**src/sv/aes_pkg.sv**
```systemverilog
// Shared types, tables and round functions for the AES block cipher.
`timescale 1ns / 1ps

package aes_pkg;

    localparam logic [2:0] REG_KEY0    = 3'd0;
    localparam logic [2:0] REG_KEY1    = 3'd1;
    localparam logic [2:0] REG_KEY2    = 3'd2;
    localparam logic [2:0] REG_KEY3    = 3'd3;
    localparam logic [2:0] REG_KEY_LEN = 3'd4;

    localparam logic [1:0] KLEN_128 = 2'd0;
    localparam logic [1:0] KLEN_192 = 2'd1;
    localparam logic [1:0] KLEN_256 = 2'd2;

    localparam logic CMD_ENC = 1'b0;
    localparam logic CMD_DEC = 1'b1;

    typedef struct packed {
        logic        cmd;
        logic [63:0] block_hi;
        logic [63:0] block_lo;
    } t_in_item;

    typedef struct packed {
        logic [63:0] result_hi;
        logic [63:0] result_lo;
    } t_out_item;

    typedef struct packed {
        logic       exp_start;
        logic       exp_step;
        logic       capture;
        logic       init;
        logic       round;
        logic       dec;
        logic       first;
        logic       last;
        logic       out_load;
        logic [3:0] raddr;
    } t_dp_cmd;

    typedef struct packed {
        logic exp_last;
    } t_dp_sts;

    localparam logic [2047:0] SBOX_TBL = {
        128'h637c777bf26b6fc53001672bfed7ab76, 128'hca82c97dfa5947f0add4a2af9ca472c0,
        128'hb7fd9326363ff7cc34a5e5f171d83115, 128'h04c723c31896059a071280e2eb27b275,
        128'h09832c1a1b6e5aa0523bd6b329e32f84, 128'h53d100ed20fcb15b6acbbe394a4c58cf,
        128'hd0efaafb434d338545f9027f503c9fa8, 128'h51a3408f929d38f5bcb6da2110fff3d2,
        128'hcd0c13ec5f974417c4a77e3d645d1973, 128'h60814fdc222a908846eeb814de5e0bdb,
        128'he0323a0a4906245cc2d3ac629195e479, 128'he7c8376d8dd54ea96c56f4ea657aae08,
        128'hba78252e1ca6b4c6e8dd741f4bbd8b8a, 128'h703eb5664803f60e613557b986c11d9e,
        128'he1f8981169d98e949b1e87e9ce5528df, 128'h8ca1890dbfe6426841992d0fb054bb16
    };

    localparam logic [2047:0] ISBOX_TBL = {
        128'h52096ad53036a538bf40a39e81f3d7fb, 128'h7ce339829b2fff87348e4344c4dee9cb,
        128'h547b9432a6c2233dee4c950b42fac34e, 128'h082ea16628d924b2765ba2496d8bd125,
        128'h72f8f66486689816d4a45ccc5d65b692, 128'h6c704850fdedb9da5e154657a78d9d84,
        128'h90d8ab008cbcd30af7e45805b8b34506, 128'hd02c1e8fca3f0f02c1afbd0301138a6b,
        128'h3a9111414f67dcea97f2cfcef0b4e673, 128'h96ac7422e7ad3585e2f937e81c75df6e,
        128'h47f11a711d29c5896fb7620eaa18be1b, 128'hfc563e4bc6d279209adbc0fe78cd5af4,
        128'h1fdda8338807c731b11210592780ec5f, 128'h60517fa919b54a0d2de57a9f93c99cef,
        128'ha0e03b4dae2af5b0c8ebbb3c83539961, 128'h172b047eba77d626e169146355210c7d
    };

    function automatic logic [7:0] sbox(input logic [7:0] b);
        return SBOX_TBL[2047 - 8 * int'(b) -: 8];
    endfunction

    function automatic logic [7:0] isbox(input logic [7:0] b);
        return ISBOX_TBL[2047 - 8 * int'(b) -: 8];
    endfunction

    function automatic logic [31:0] sub_word(input logic [31:0] w);
        return {sbox(w[31:24]), sbox(w[23:16]), sbox(w[15:8]), sbox(w[7:0])};
    endfunction

    function automatic logic [7:0] xt(input logic [7:0] b);
        return {b[6:0], 1'b0} ^ (b[7] ? 8'h1b : 8'h00);
    endfunction

    function automatic logic [127:0] sub_shift(input logic [127:0] s);
        logic [127:0] t;
        t = '0;
        for (int c = 0; c < 4; c++) begin
            for (int r = 0; r < 4; r++) begin
                t[127 - 8 * (4 * c + r) -: 8] = sbox(s[127 - 8 * (4 * ((c + r) % 4) + r) -: 8]);
            end
        end
        return t;
    endfunction

    function automatic logic [127:0] inv_sub_shift(input logic [127:0] s);
        logic [127:0] t;
        t = '0;
        for (int c = 0; c < 4; c++) begin
            for (int r = 0; r < 4; r++) begin
                t[127 - 8 * (4 * ((c + r) % 4) + r) -: 8] = isbox(s[127 - 8 * (4 * c + r) -: 8]);
            end
        end
        return t;
    endfunction

    function automatic logic [31:0] mix_col(input logic [31:0] a);
        logic [7:0] a0, a1, a2, a3;
        a0 = a[31:24];
        a1 = a[23:16];
        a2 = a[15:8];
        a3 = a[7:0];
        return {xt(a0) ^ xt(a1) ^ a1 ^ a2 ^ a3,
                a0 ^ xt(a1) ^ xt(a2) ^ a2 ^ a3,
                a0 ^ a1 ^ xt(a2) ^ xt(a3) ^ a3,
                xt(a0) ^ a0 ^ a1 ^ a2 ^ xt(a3)};
    endfunction

    function automatic logic [7:0] gm9(input logic [7:0] b);
        return xt(xt(xt(b))) ^ b;
    endfunction

    function automatic logic [7:0] gm11(input logic [7:0] b);
        return xt(xt(xt(b))) ^ xt(b) ^ b;
    endfunction

    function automatic logic [7:0] gm13(input logic [7:0] b);
        return xt(xt(xt(b))) ^ xt(xt(b)) ^ b;
    endfunction

    function automatic logic [7:0] gm14(input logic [7:0] b);
        return xt(xt(xt(b))) ^ xt(xt(b)) ^ xt(b);
    endfunction

    function automatic logic [31:0] inv_mix_col(input logic [31:0] a);
        logic [7:0] a0, a1, a2, a3;
        a0 = a[31:24];
        a1 = a[23:16];
        a2 = a[15:8];
        a3 = a[7:0];
        return {gm14(a0) ^ gm11(a1) ^ gm13(a2) ^ gm9(a3),
                gm9(a0) ^ gm14(a1) ^ gm11(a2) ^ gm13(a3),
                gm13(a0) ^ gm9(a1) ^ gm14(a2) ^ gm11(a3),
                gm11(a0) ^ gm13(a1) ^ gm9(a2) ^ gm14(a3)};
    endfunction

    function automatic logic [127:0] mix(input logic [127:0] s);
        return {mix_col(s[127:96]), mix_col(s[95:64]), mix_col(s[63:32]), mix_col(s[31:0])};
    endfunction

    function automatic logic [127:0] inv_mix(input logic [127:0] s);
        return {inv_mix_col(s[127:96]), inv_mix_col(s[95:64]),
                inv_mix_col(s[63:32]), inv_mix_col(s[31:0])};
    endfunction

endpackage

```
**src/sv/aes_ctrl.sv**
```systemverilog
// Controller: sequences key expansion, rounds and the output register.
`timescale 1ns / 1ps

module aes_ctrl (
    input  logic             i_clk,
    input  logic             i_rst_n,
    input  logic             i_in_valid,
    input  logic             i_in_cmd,
    output logic             o_in_stall,
    output logic             o_out_valid,
    input  logic             i_out_stall,
    input  logic             i_cfg_wr,
    input  logic [1:0]       i_key_len,
    output aes_pkg::t_dp_cmd o_cmd,
    input  aes_pkg::t_dp_sts i_sts
);
    import aes_pkg::*;

    typedef enum logic [5:0] {
        S_IDLE   = 6'b000001,
        S_EXPAND = 6'b000010,
        S_PREP   = 6'b000100,
        S_INIT   = 6'b001000,
        S_ROUND  = 6'b010000,
        S_FINISH = 6'b100000
    } t_state;

    t_state     r_state, n_state;
    logic       r_keys_ready, n_keys_ready;
    logic       r_dec, n_dec;
    logic [3:0] r_round, n_round;
    logic       r_out_valid, n_out_valid;
    logic [3:0] nr;
    logic       accept;
    logic       slot_free;

    always_comb begin
        case (i_key_len)
            KLEN_128: nr = 4'd10;
            KLEN_192: nr = 4'd12;
            default:  nr = 4'd14;
        endcase
    end

    assign accept    = i_in_valid && (r_state == S_IDLE);
    assign slot_free = !r_out_valid || !i_out_stall;

    always_comb begin
        n_state      = r_state;
        n_keys_ready = r_keys_ready;
        n_dec        = r_dec;
        n_round      = r_round;
        o_cmd        = '0;
        o_cmd.dec    = r_dec;
        o_cmd.first  = r_round == 4'd1;
        o_cmd.last   = r_round == nr;
        case (r_state)
            S_IDLE: begin
                if (accept) begin
                    o_cmd.capture   = 1'b1;
                    o_cmd.exp_start = !r_keys_ready;
                    n_dec           = i_in_cmd;
                    n_state         = r_keys_ready ? S_PREP : S_EXPAND;
                end
            end
            S_EXPAND: begin
                o_cmd.exp_step = 1'b1;
                if (i_sts.exp_last) begin
                    n_keys_ready = 1'b1;
                    n_state      = S_PREP;
                end
            end
            S_PREP: begin
                o_cmd.raddr = (r_dec == CMD_DEC) ? nr : 4'd0;
                n_state     = S_INIT;
            end
            S_INIT: begin
                o_cmd.init  = 1'b1;
                o_cmd.raddr = (r_dec == CMD_DEC) ? nr - 4'd1 : 4'd1;
                n_round     = 4'd1;
                n_state     = S_ROUND;
            end
            S_ROUND: begin
                o_cmd.round = 1'b1;
                o_cmd.raddr = (r_dec == CMD_DEC) ? nr - r_round - 4'd1 : r_round + 4'd1;
                n_round     = r_round + 4'd1;
                if (r_round == nr) begin
                    n_round = 4'd0;
                    n_state = S_FINISH;
                end
            end
            S_FINISH: begin
                if (slot_free) begin
                    o_cmd.out_load = 1'b1;
                    n_state        = S_IDLE;
                end
            end
            default: n_state = S_IDLE;
        endcase
        if (i_cfg_wr) begin
            n_keys_ready = 1'b0;
        end
        n_out_valid = o_cmd.out_load ? 1'b1 : (r_out_valid && i_out_stall);
    end

    always_ff @(posedge i_clk) begin
        if (!i_rst_n) begin
            r_state      <= S_IDLE;
            r_keys_ready <= 1'b0;
            r_dec        <= CMD_ENC;
            r_round      <= '0;
            r_out_valid  <= 1'b0;
        end else begin
            r_state      <= n_state;
            r_keys_ready <= n_keys_ready;
            r_dec        <= n_dec;
            r_round      <= n_round;
            r_out_valid  <= n_out_valid;
        end
    end

    assign o_in_stall  = r_state != S_IDLE;
    assign o_out_valid = r_out_valid;

    a_round_keys_ready: assert property (@(posedge i_clk) disable iff (!i_rst_n)
        (r_state == S_ROUND || r_state == S_INIT) |-> r_keys_ready)
        else $error("Round started without an expanded key.");

    a_expand_not_ready: assert property (@(posedge i_clk) disable iff (!i_rst_n)
        (r_state == S_EXPAND) |-> !r_keys_ready)
        else $error("Expansion running with keys already ready.");

    a_round_range: assert property (@(posedge i_clk) disable iff (!i_rst_n)
        (r_state == S_ROUND) |-> (r_round != 4'd0 && r_round <= nr))
        else $error("Round counter out of range.");

    a_finish_done: assert property (@(posedge i_clk) disable iff (!i_rst_n)
        (r_state == S_FINISH && !r_out_valid) |=> (r_state == S_IDLE && r_out_valid))
        else $error("Result not delivered to a free output register.");

endmodule

```
**config.mk**
```make
export PLATFORM = sky130hd
export DESIGN_NAME = aes_ctrl
export DESIGN_NICKNAME = d
export VERILOG_FILES = /design/src/sv/aes_pkg.sv /design/src/sv/aes_ctrl.sv
export SDC_FILE = /design/constraint.sdc
export NUM_CORES = 1
export LEC_CHECK = 0
export BUFFER_PORTS_ARGS = -buffer_cell sky130_fd_sc_hd__buf_2
export CORE_UTILIZATION = 50
export DETAILED_ROUTE_END_ITERATION = 6
export PLACE_DENSITY = 0.77
export SLEW_MARGIN = 25
export SYNTH_ARGS = -nofsm -noshare
export SYNTH_HDL_FRONTEND = slang
export SYNTH_SLANG_ARGS = --single-unit
```
**constraint.sdc**
```tcl
create_clock -name i_clk -period 2.8 [get_ports i_clk]
set_input_delay 0.7 -clock i_clk [delete_from_list [all_inputs] [get_ports i_clk]]
set_output_delay 0.7 -clock i_clk [all_outputs]
set_load 0.005 [all_outputs]
```
---- Word level (Yosys, flattened, before mapping) ----
Index checks and enable logic that the tools add are counted.
Widths: inputs -> output; s select.
word-level totals
  input port bits ......................... 9
  output and inout bits ................... 15
  bits in registers ....................... 13
operators by class
  bitwise logic cells ..................... 1
  equality and inequality tests ........... 14
  add/sub/neg operators ................... 4
  multiplexer cells ....................... 23
  reduce and logical (&&, ||, !) cells .... 12
operator list
  kind                 number
  $pmux 6 s6           1
  $mux 6               4
  $mux 4               4
  $pmux 4 s3           1
  $mux 1               10
  $ne 2x2->1 const B   4
  $pmux 4 s2           1
  $sub 4x1->4 const B  2
  $eq 6x1->1 const B   1
  $eq 6x2->1 const B   1
  $eq 6x3->1 const B   1
  $eq 6x4->1 const B   1
  $eq 6x5->1 const B   1
  $eq 6x6->1 const B   1
  $ne 6x1->1 const B   1
  $pmux 3 s2           1
  $add 4x1->4 const B  1
  $eq 4x1->1 const B   1
  $eq 4x4->1           1
  $reduce_and 2->1     2
  $reduce_and 4->1     1
  $sub 4x4->4          1
  $logic_not 1->1      3
  $mux 3               1
  7 further kinds      8

---- Logic depth before layout (Yosys ltp) ----
Gate-level depths: netlist of run 1.
  depth after elaboration ................. 6
  mapped depth ............................ 7
  mapped depth without buffers ............ 7

---- Worst setup path before layout of run 1 ----
OpenSTA, ideal clock, no wires.
  kind .................................... input to output
  start point ............................. input port i_key_len[1]
  end point ............................... output port o_cmd[3] (netlist bit)
  buffers on the path ..................... 0
  stages on the path ...................... 7
  setup slack ............................. 0.175 ns
  arrival ................................. 1.925 ns
  cell sequence ........................... nand2b_1 > ha_1 > fa_1 > xor2_1 > a32o_1 > nand2_1 > o31ai_1
RTL lines
  what                line            RTL
  start: declaration  aes_ctrl.sv:13  input logic [1:0] i_key_len,
  end: declaration    aes_ctrl.sv:14  output aes_pkg::t_dp_cmd o_cmd,

==> run summary, run 1 <==
Max-Cap Viols -> 0
IO Count -> 24
CP Cell Sequence -> buf_6, nand2b_4, ha_4, fa_2, xor2_1, a32o_1, nand2_1, o31ai_1, buf_2
worst relative slew slack -> 0.658
Crit path largest cell delay -> 0.33 ns
DR iter-0 viols -> 7
post-synthesis to final-layout area growth -> 21.2%
Port Buffers -> 23
CTS Sinks -> 13
crit path DAT -> 2.07 ns
nets@finish -> 139
dominant cell type by area after synthesis -> dfxtp_1
syn_area_per_cell -> 8.96 sq um
max-slew violations -> 0
# diodes -> 0
Hold Crit Class -> flip-flop to flip-flop
Placed Area -> 0.00102 sq mm
endpoint class of the critical path -> primary output
Post-Syn Nets -> 114
Fmax -> 360 MHz
Synth Instances -> 100
largest net degree at the start of global routing -> 15
reg-to-reg setup timing slack -> 1.03 ns
fraction of registers with async set/reset -> 0
CTS Root Cell -> clkbuf_4
final setup fails -> 0
Worst-path clk slew -> 0.07 ns
Mapped Area -> 896 sq um
Slew @ Worst Pin -> 0.508 ns
Seq cells post-synth -> 13
RSZ-0062 raised after global routing -> true
Worst path slowest cell -> fa_2
Yosys warning count -> 0
Fill cells -> 147
WS Path Type -> input pin to primary output
worst endpoint required time -> 2.10 ns
status -> finished, final reports clean
post-route ant nets -> 0
clock buffer depth -> 2
core footprint -> 0.00159 sq mm
global-route usage over all layers -> 0.217
initial antenna violation count -> 0
static leakage -> 0.486 nW
die area -> 0.00197 sq mm
Synth cell types -> 42
final worst path period share -> 0.991
clock latency on the worst-skew pair -> 0.27 ns
Synth Flop Type -> dfxtp_1
register area -> 260 sq um
H-Tree Depth -> 1
CTS tree -> done
CP Max Fanout -> 3
Num CTS Buffers -> 3
crit start category -> input pin
pwr dens -> 351 mW/mm^2
vias -> 804
Clock Skew -> 0.00517 ns
Commonest cells post-synth -> dfxtp_1 (13), inv_1 (6), nand2_1 (6)
row count -> 14
post-synth top area share -> 0.291
final WL -> 1860 um
RD Place Congestion -> 0.828
number of remaining DRC errors -> 0
Finished Cell Area -> 0.00109 sq mm
Die Span X -> 44.3 um
first-pass GRT wire length -> 3110 um
HPWL Detailed -> 1450 um
multi-input combinational cell area -> 614 sq um
Starting Density -> 0.562
grt ovf -> 0
Util after Layout -> 0.681
number of global-route vias before repair -> 733
DR WL/cell -> 12.6 um
vias per cell -> 5.43
share of layout cells above drive strength 1 -> 0.306
worst vdd ir -> 0.000280 V
Die Ht -> 44.3 um
Hold Vio Cnt, Final -> 0
hold_ws -> 0.538 ns
min Tclk post-route -> 2.77 ns
drt pass-1 iters -> 2
EDFF count, synth -> 0
count leader, synth -> dfxtp_1
synth top area cells -> dfxtp_1 (29%), ha_1 (5.6%), xor2_1 (4.9%)
register area share after synthesis -> 0.291
==> state kept, by name (all words and copies together), names as in the netlist <==
name	count
r_dec	1
o_out_valid	1
r_round	4
r_keys_ready	1
r_state	6
==> worst max-delay path: cells and delay by family <==
kind | cells | cell delay, ns
AND/OR/NAND/NOR | 2 | 0.20
AO/OA/AOI/OAI | 2 | 0.32
adder cells (fa/ha/maj) | 2 | 0.48
XOR/XNOR | 1 | 0.15
buffers and inverters | 2 | 0.23
==> power breakdown <==
| group | internal (mW) | switching (mW) | leakage, nW | total, mW |
|---|---|---|---|---|
| sequential | 0.190 | 0.0123 | 0.105 | 0.202 |
| combinational | 0.0350 | 0.0308 | 0.366 | 0.0658 |
| clock | 0.0552 | 0.0581 | 0.0150 | 0.113 |
| total | 0.280 | 0.101 | 0.486 | 0.381 |
==> cells by family (layout without fill, tap and decap cells) <==
group / after synthesis / after routing / synth area share
and+or+nand+nor: 37 / 37 / 0.291
buffers and inverters: 11 / 35 / 0.0517
AOI/OAI and AO/OA: 26 / 26 / 0.207
muxes: 3 / 3 / 0.0335
DFF: 13 / 13 / 0.291
adders and majority gates: 5 / 5 / 0.0782
xor gates and xnor gates: 5 / 5 / 0.0489
==> final cells by class <==
cell class / count / area share
timing repair buffer: 24 / 0.119
clock buffer: 4 / 0.0242
tap: 24 / 0.0276
sequential: 13 / 0.240
multi-input combinational: 76 / 0.566
inverter: 7 / 0.0242
==> worst paths after layout <==
path / startpoint / end / cells after the start
max: i_key_len[1] / o_cmd[3] / 9
min: o_out_valid / o_out_valid / 2
max reg2reg: r_round[2] / r_round[3] / 6
min reg2reg: o_out_valid / o_out_valid / 2
==> cells in the final DEF, fill, tap and decap left out, types with 4 or more instances in the layout <==
cell     count
o21ai_0      4
dfxtp_1     13
a21oi_1      4
nor2b_1      5
inv_1        5
xor2_1       5
nand2_1      6
buf_2       22
==> repair_timing <==
| action | in CTS | in global routing |
|---|---|---|
| pin swaps | 3 | 3 |
| resized for setup | 5 | 2 |
| buffers inserted | 0 | 1 |
| endpoints found under the setup margin | 1 | 1 |
| hold buffers | 0 | 0 |
| cloned | 0 | 0 |
==> per-stage QoR <==
step	TNS (ns)	worst slack [ns]	std cells	power, mW
4_1_cts	-0.000353	-0.000353	147	0.384
2_1_floorplan	0	0.175	100	0.245
5_1_grt	-0.0133	-0.0133	148	0.402
3_3_place_gp	-0.106	-0.106	143	0.264
3_5_place_dp	-0.121	-0.121	143	0.267
6_report	0	0.0251	148	0.381
==> routing by layer <==
metal,routed length [um],vias up,global-route usage
met3,72,4,0.0571
met1,862,366,0.252
met5,0,-,0
met4,27,0,0.0970
li1,-,411,-
met2,899,23,0.374
No activity file was read; power rests on OpenSTA's default activity.
==> run 2, diff against run 1 <==
CORE_UTILIZATION = 51   (was 50)
PLACE_DENSITY = 0.79   (was 0.77)
==> run summary, run 2 (synthesis results as in run 1) <==
IO Count -> 24 (unchanged)
RSZ-0062 raised after global routing -> true
H-Tree Depth -> 1 (unchanged)
number of remaining DRC errors -> 0 (unchanged)
total power -> 0.384 mW (+0.87%)
largest net degree at the start of global routing -> 15 (unchanged)
worst relative slew slack -> 0.710 (+0.0517)
Clock Skew -> 0.00932 ns (+0.00415 ns)
DP Worst Slack -> -0.115 ns (+0.00527 ns)
final WL -> 1960 um (+5.0%)
status -> finished, final reports clean
Final TNS setup -> 0 ns (unchanged)
WHS Path Cells -> 2 (unchanged)
Largest regs -> r_state (6), r_round (4)
clock latency on the worst-skew pair -> 0.28 ns (about the same)
HPWL Detailed -> 1450 um (+0.19%)
Internal Pwr Total -> 0.280 mW (about the same)
Worst-path clk slew -> 0.08 ns (about the same)
Crit path largest cell delay -> 0.33 ns (about the same)
CTS tree -> done
DR WL/cell -> 14.0 um (+11%)
RD Place Congestion -> 0.825 (-0.47%)
register area -> 260 sq um (unchanged)
Num CTS Buffers -> 3 (unchanged)
share of layout cells above drive strength 1 -> 0.306 (unchanged)
Most flops, register -> r_state
DR iter-0 viols -> 17 (+10)
core footprint -> 0.00158 sq mm (-1.1%)
CP Cell Sequence -> buf_6, nand2b_4, ha_4, fa_2, xor2_1, a32o_1, nand2_1, o31ai_1, buf_2
CTS Root Cell -> clkbuf_4
drt pass-1 iters -> 6 (+4)
vias per cell -> 5.84 (+7.4%)
crit path DAT -> 2.07 ns (about the same)
Finished Layout Cells -> 140 (-5.4%)
post-route ant nets -> 0 (unchanged)
die area -> 0.00193 sq mm (-1.9%)
max-slew violations -> 0 (unchanged)
Starting Density -> 0.568 (+0.00624)
final setup fails -> 0 (unchanged)
first-pass GRT wire length -> 3110 um (+0.19%)
global-route usage over all layers -> 0.228 (+0.0105)
Post-Place Cells -> 135 (-5.6%)
pwr dens -> 357 mW/mm^2 (+1.8%)
hold_ws -> 0.535 ns (-0.00378 ns)
worst endpoint required time -> 2.10 ns (about the same)
final worst path period share -> 0.990 (about the same)
Die Ht -> 43.9 um (-0.95%)
CP Max Fanout -> 3 (unchanged)
Hold Vio Cnt, Final -> 0 (unchanged)
Clock power frac -> 0.304 (+0.007)
post-synthesis to final-layout area growth -> 20.1%
Finished Cell Area -> 0.00108 sq mm (-0.92%)
clock buffer depth -> 2 (unchanged)
number of global-route vias before repair -> 728 (-0.68%)
Worst path slowest cell -> fa_2
row count -> 14 (unchanged)
# diodes -> 0 (unchanged)
commonest non-fill, non-tap cells in the layout -> buf_2 (22), dfxtp_1 (13), nand2_1 (6)
static leakage -> 0.486 nW (unchanged)
Placed Area -> 0.00101 sq mm (-0.98%)
most common cell after layout, fill and taps aside -> buf_2
Worst Slack Setup Final -> 0.0267 ns (+0.00153 ns)
nets@finish -> 139 (unchanged)
Die Span X -> 43.9 um (-0.95%)
Reg2Reg Depth -> 6 (unchanged)
vias -> 817 (+1.6%)
switch share -> 0.272 (+0.00598)
Util after Layout -> 0.683 (+0.00122)
CTS Sinks -> 13 (unchanged)
Hold Crit Class -> flip-flop to flip-flop
Fmax -> 361 MHz (about the same)
Comb pwr share -> 0.172 (about the same)
sequential power share -> 0.524 (-0.006)
min Tclk post-route -> 2.77 ns (-0.00153 ns)
Largest register FFs -> 6 (unchanged)
Port Buffers -> 23 (unchanged)
endpoint class of the critical path -> primary output
Fill cells -> 135 (-8.2%)
Max-Cap Viols -> 0 (unchanged)
crit start category -> input pin
switching pwr -> 0.104 mW (+3.1%)
Slew @ Worst Pin -> 0.431 ns (-0.0769 ns)
worst vdd ir -> 0.000355 V (+26%)
WS Path Type -> input pin to primary output
multi-input combinational cell area -> 614 sq um (unchanged)
grt ovf -> 0 (unchanged)
initial antenna violation count -> 0 (unchanged)
## run 2: cell counts in the layout (fill, tap and decap cells not counted)
No cell type changed its count.
## run 2: worst max-delay path: cells and delay by family
| kind | cells | cell delay, ns |
|---|---|---|
| adders and majority gates | 2 | 0.48 |
| AOI/OAI and AO/OA | 2 | 0.32 |
| buffers and inverters | 2 | 0.23 |
| and+or+nand+nor | 2 | 0.20 |
| xor gates and xnor gates | 1 | 0.15 |
## run 2: power by group through the flow
stage / registers (mW) / clock network [mW] / logic [mW]
3_3_place_gp: 0.205 / 0 / 0.0589
3_5_place_dp: 0.206 / 0 / 0.0607
6_report: 0.201 / 0.117 / 0.0660
4_1_cts: 0.201 / 0.119 / 0.0661
2_1_floorplan: 0.203 / 0 / 0.0418
5_1_grt: 0.202 / 0.126 / 0.0719
## run 2: final cells by class
cell class                 count  area share
multi-input combinational     76       0.571
sequential                    13       0.242
timing repair buffer          24       0.120
clock buffer                   4      0.0244
inverter                       7      0.0244
tap                           16      0.0186
## run 2: layer usage
layer,up-vias,global-route usage,wire length (um)
met2,33,0.406,927
met3,8,0.0458,83
met1,367,0.247,897
met5,-,0,0
met4,0,0.133,48
li1,409,-,-
## run 2: path summary, 6_finish.rpt
kind / from / endpoint / slack, ns
max: i_key_len[1] / o_cmd[3] / 0.03
min reg2reg: r_keys_ready / r_keys_ready / 0.53
min: r_keys_ready / r_keys_ready / 0.53
max reg2reg: r_round[2] / r_round[0] / 0.99
## run 2: timing repair
action | in CTS | in global routing
setup endpoints to repair | 1 | 1
buffers inserted | 1 | 0
resized for setup | 5 | 2
pin swaps | 3 | 3
hold buffers | 0 | 0
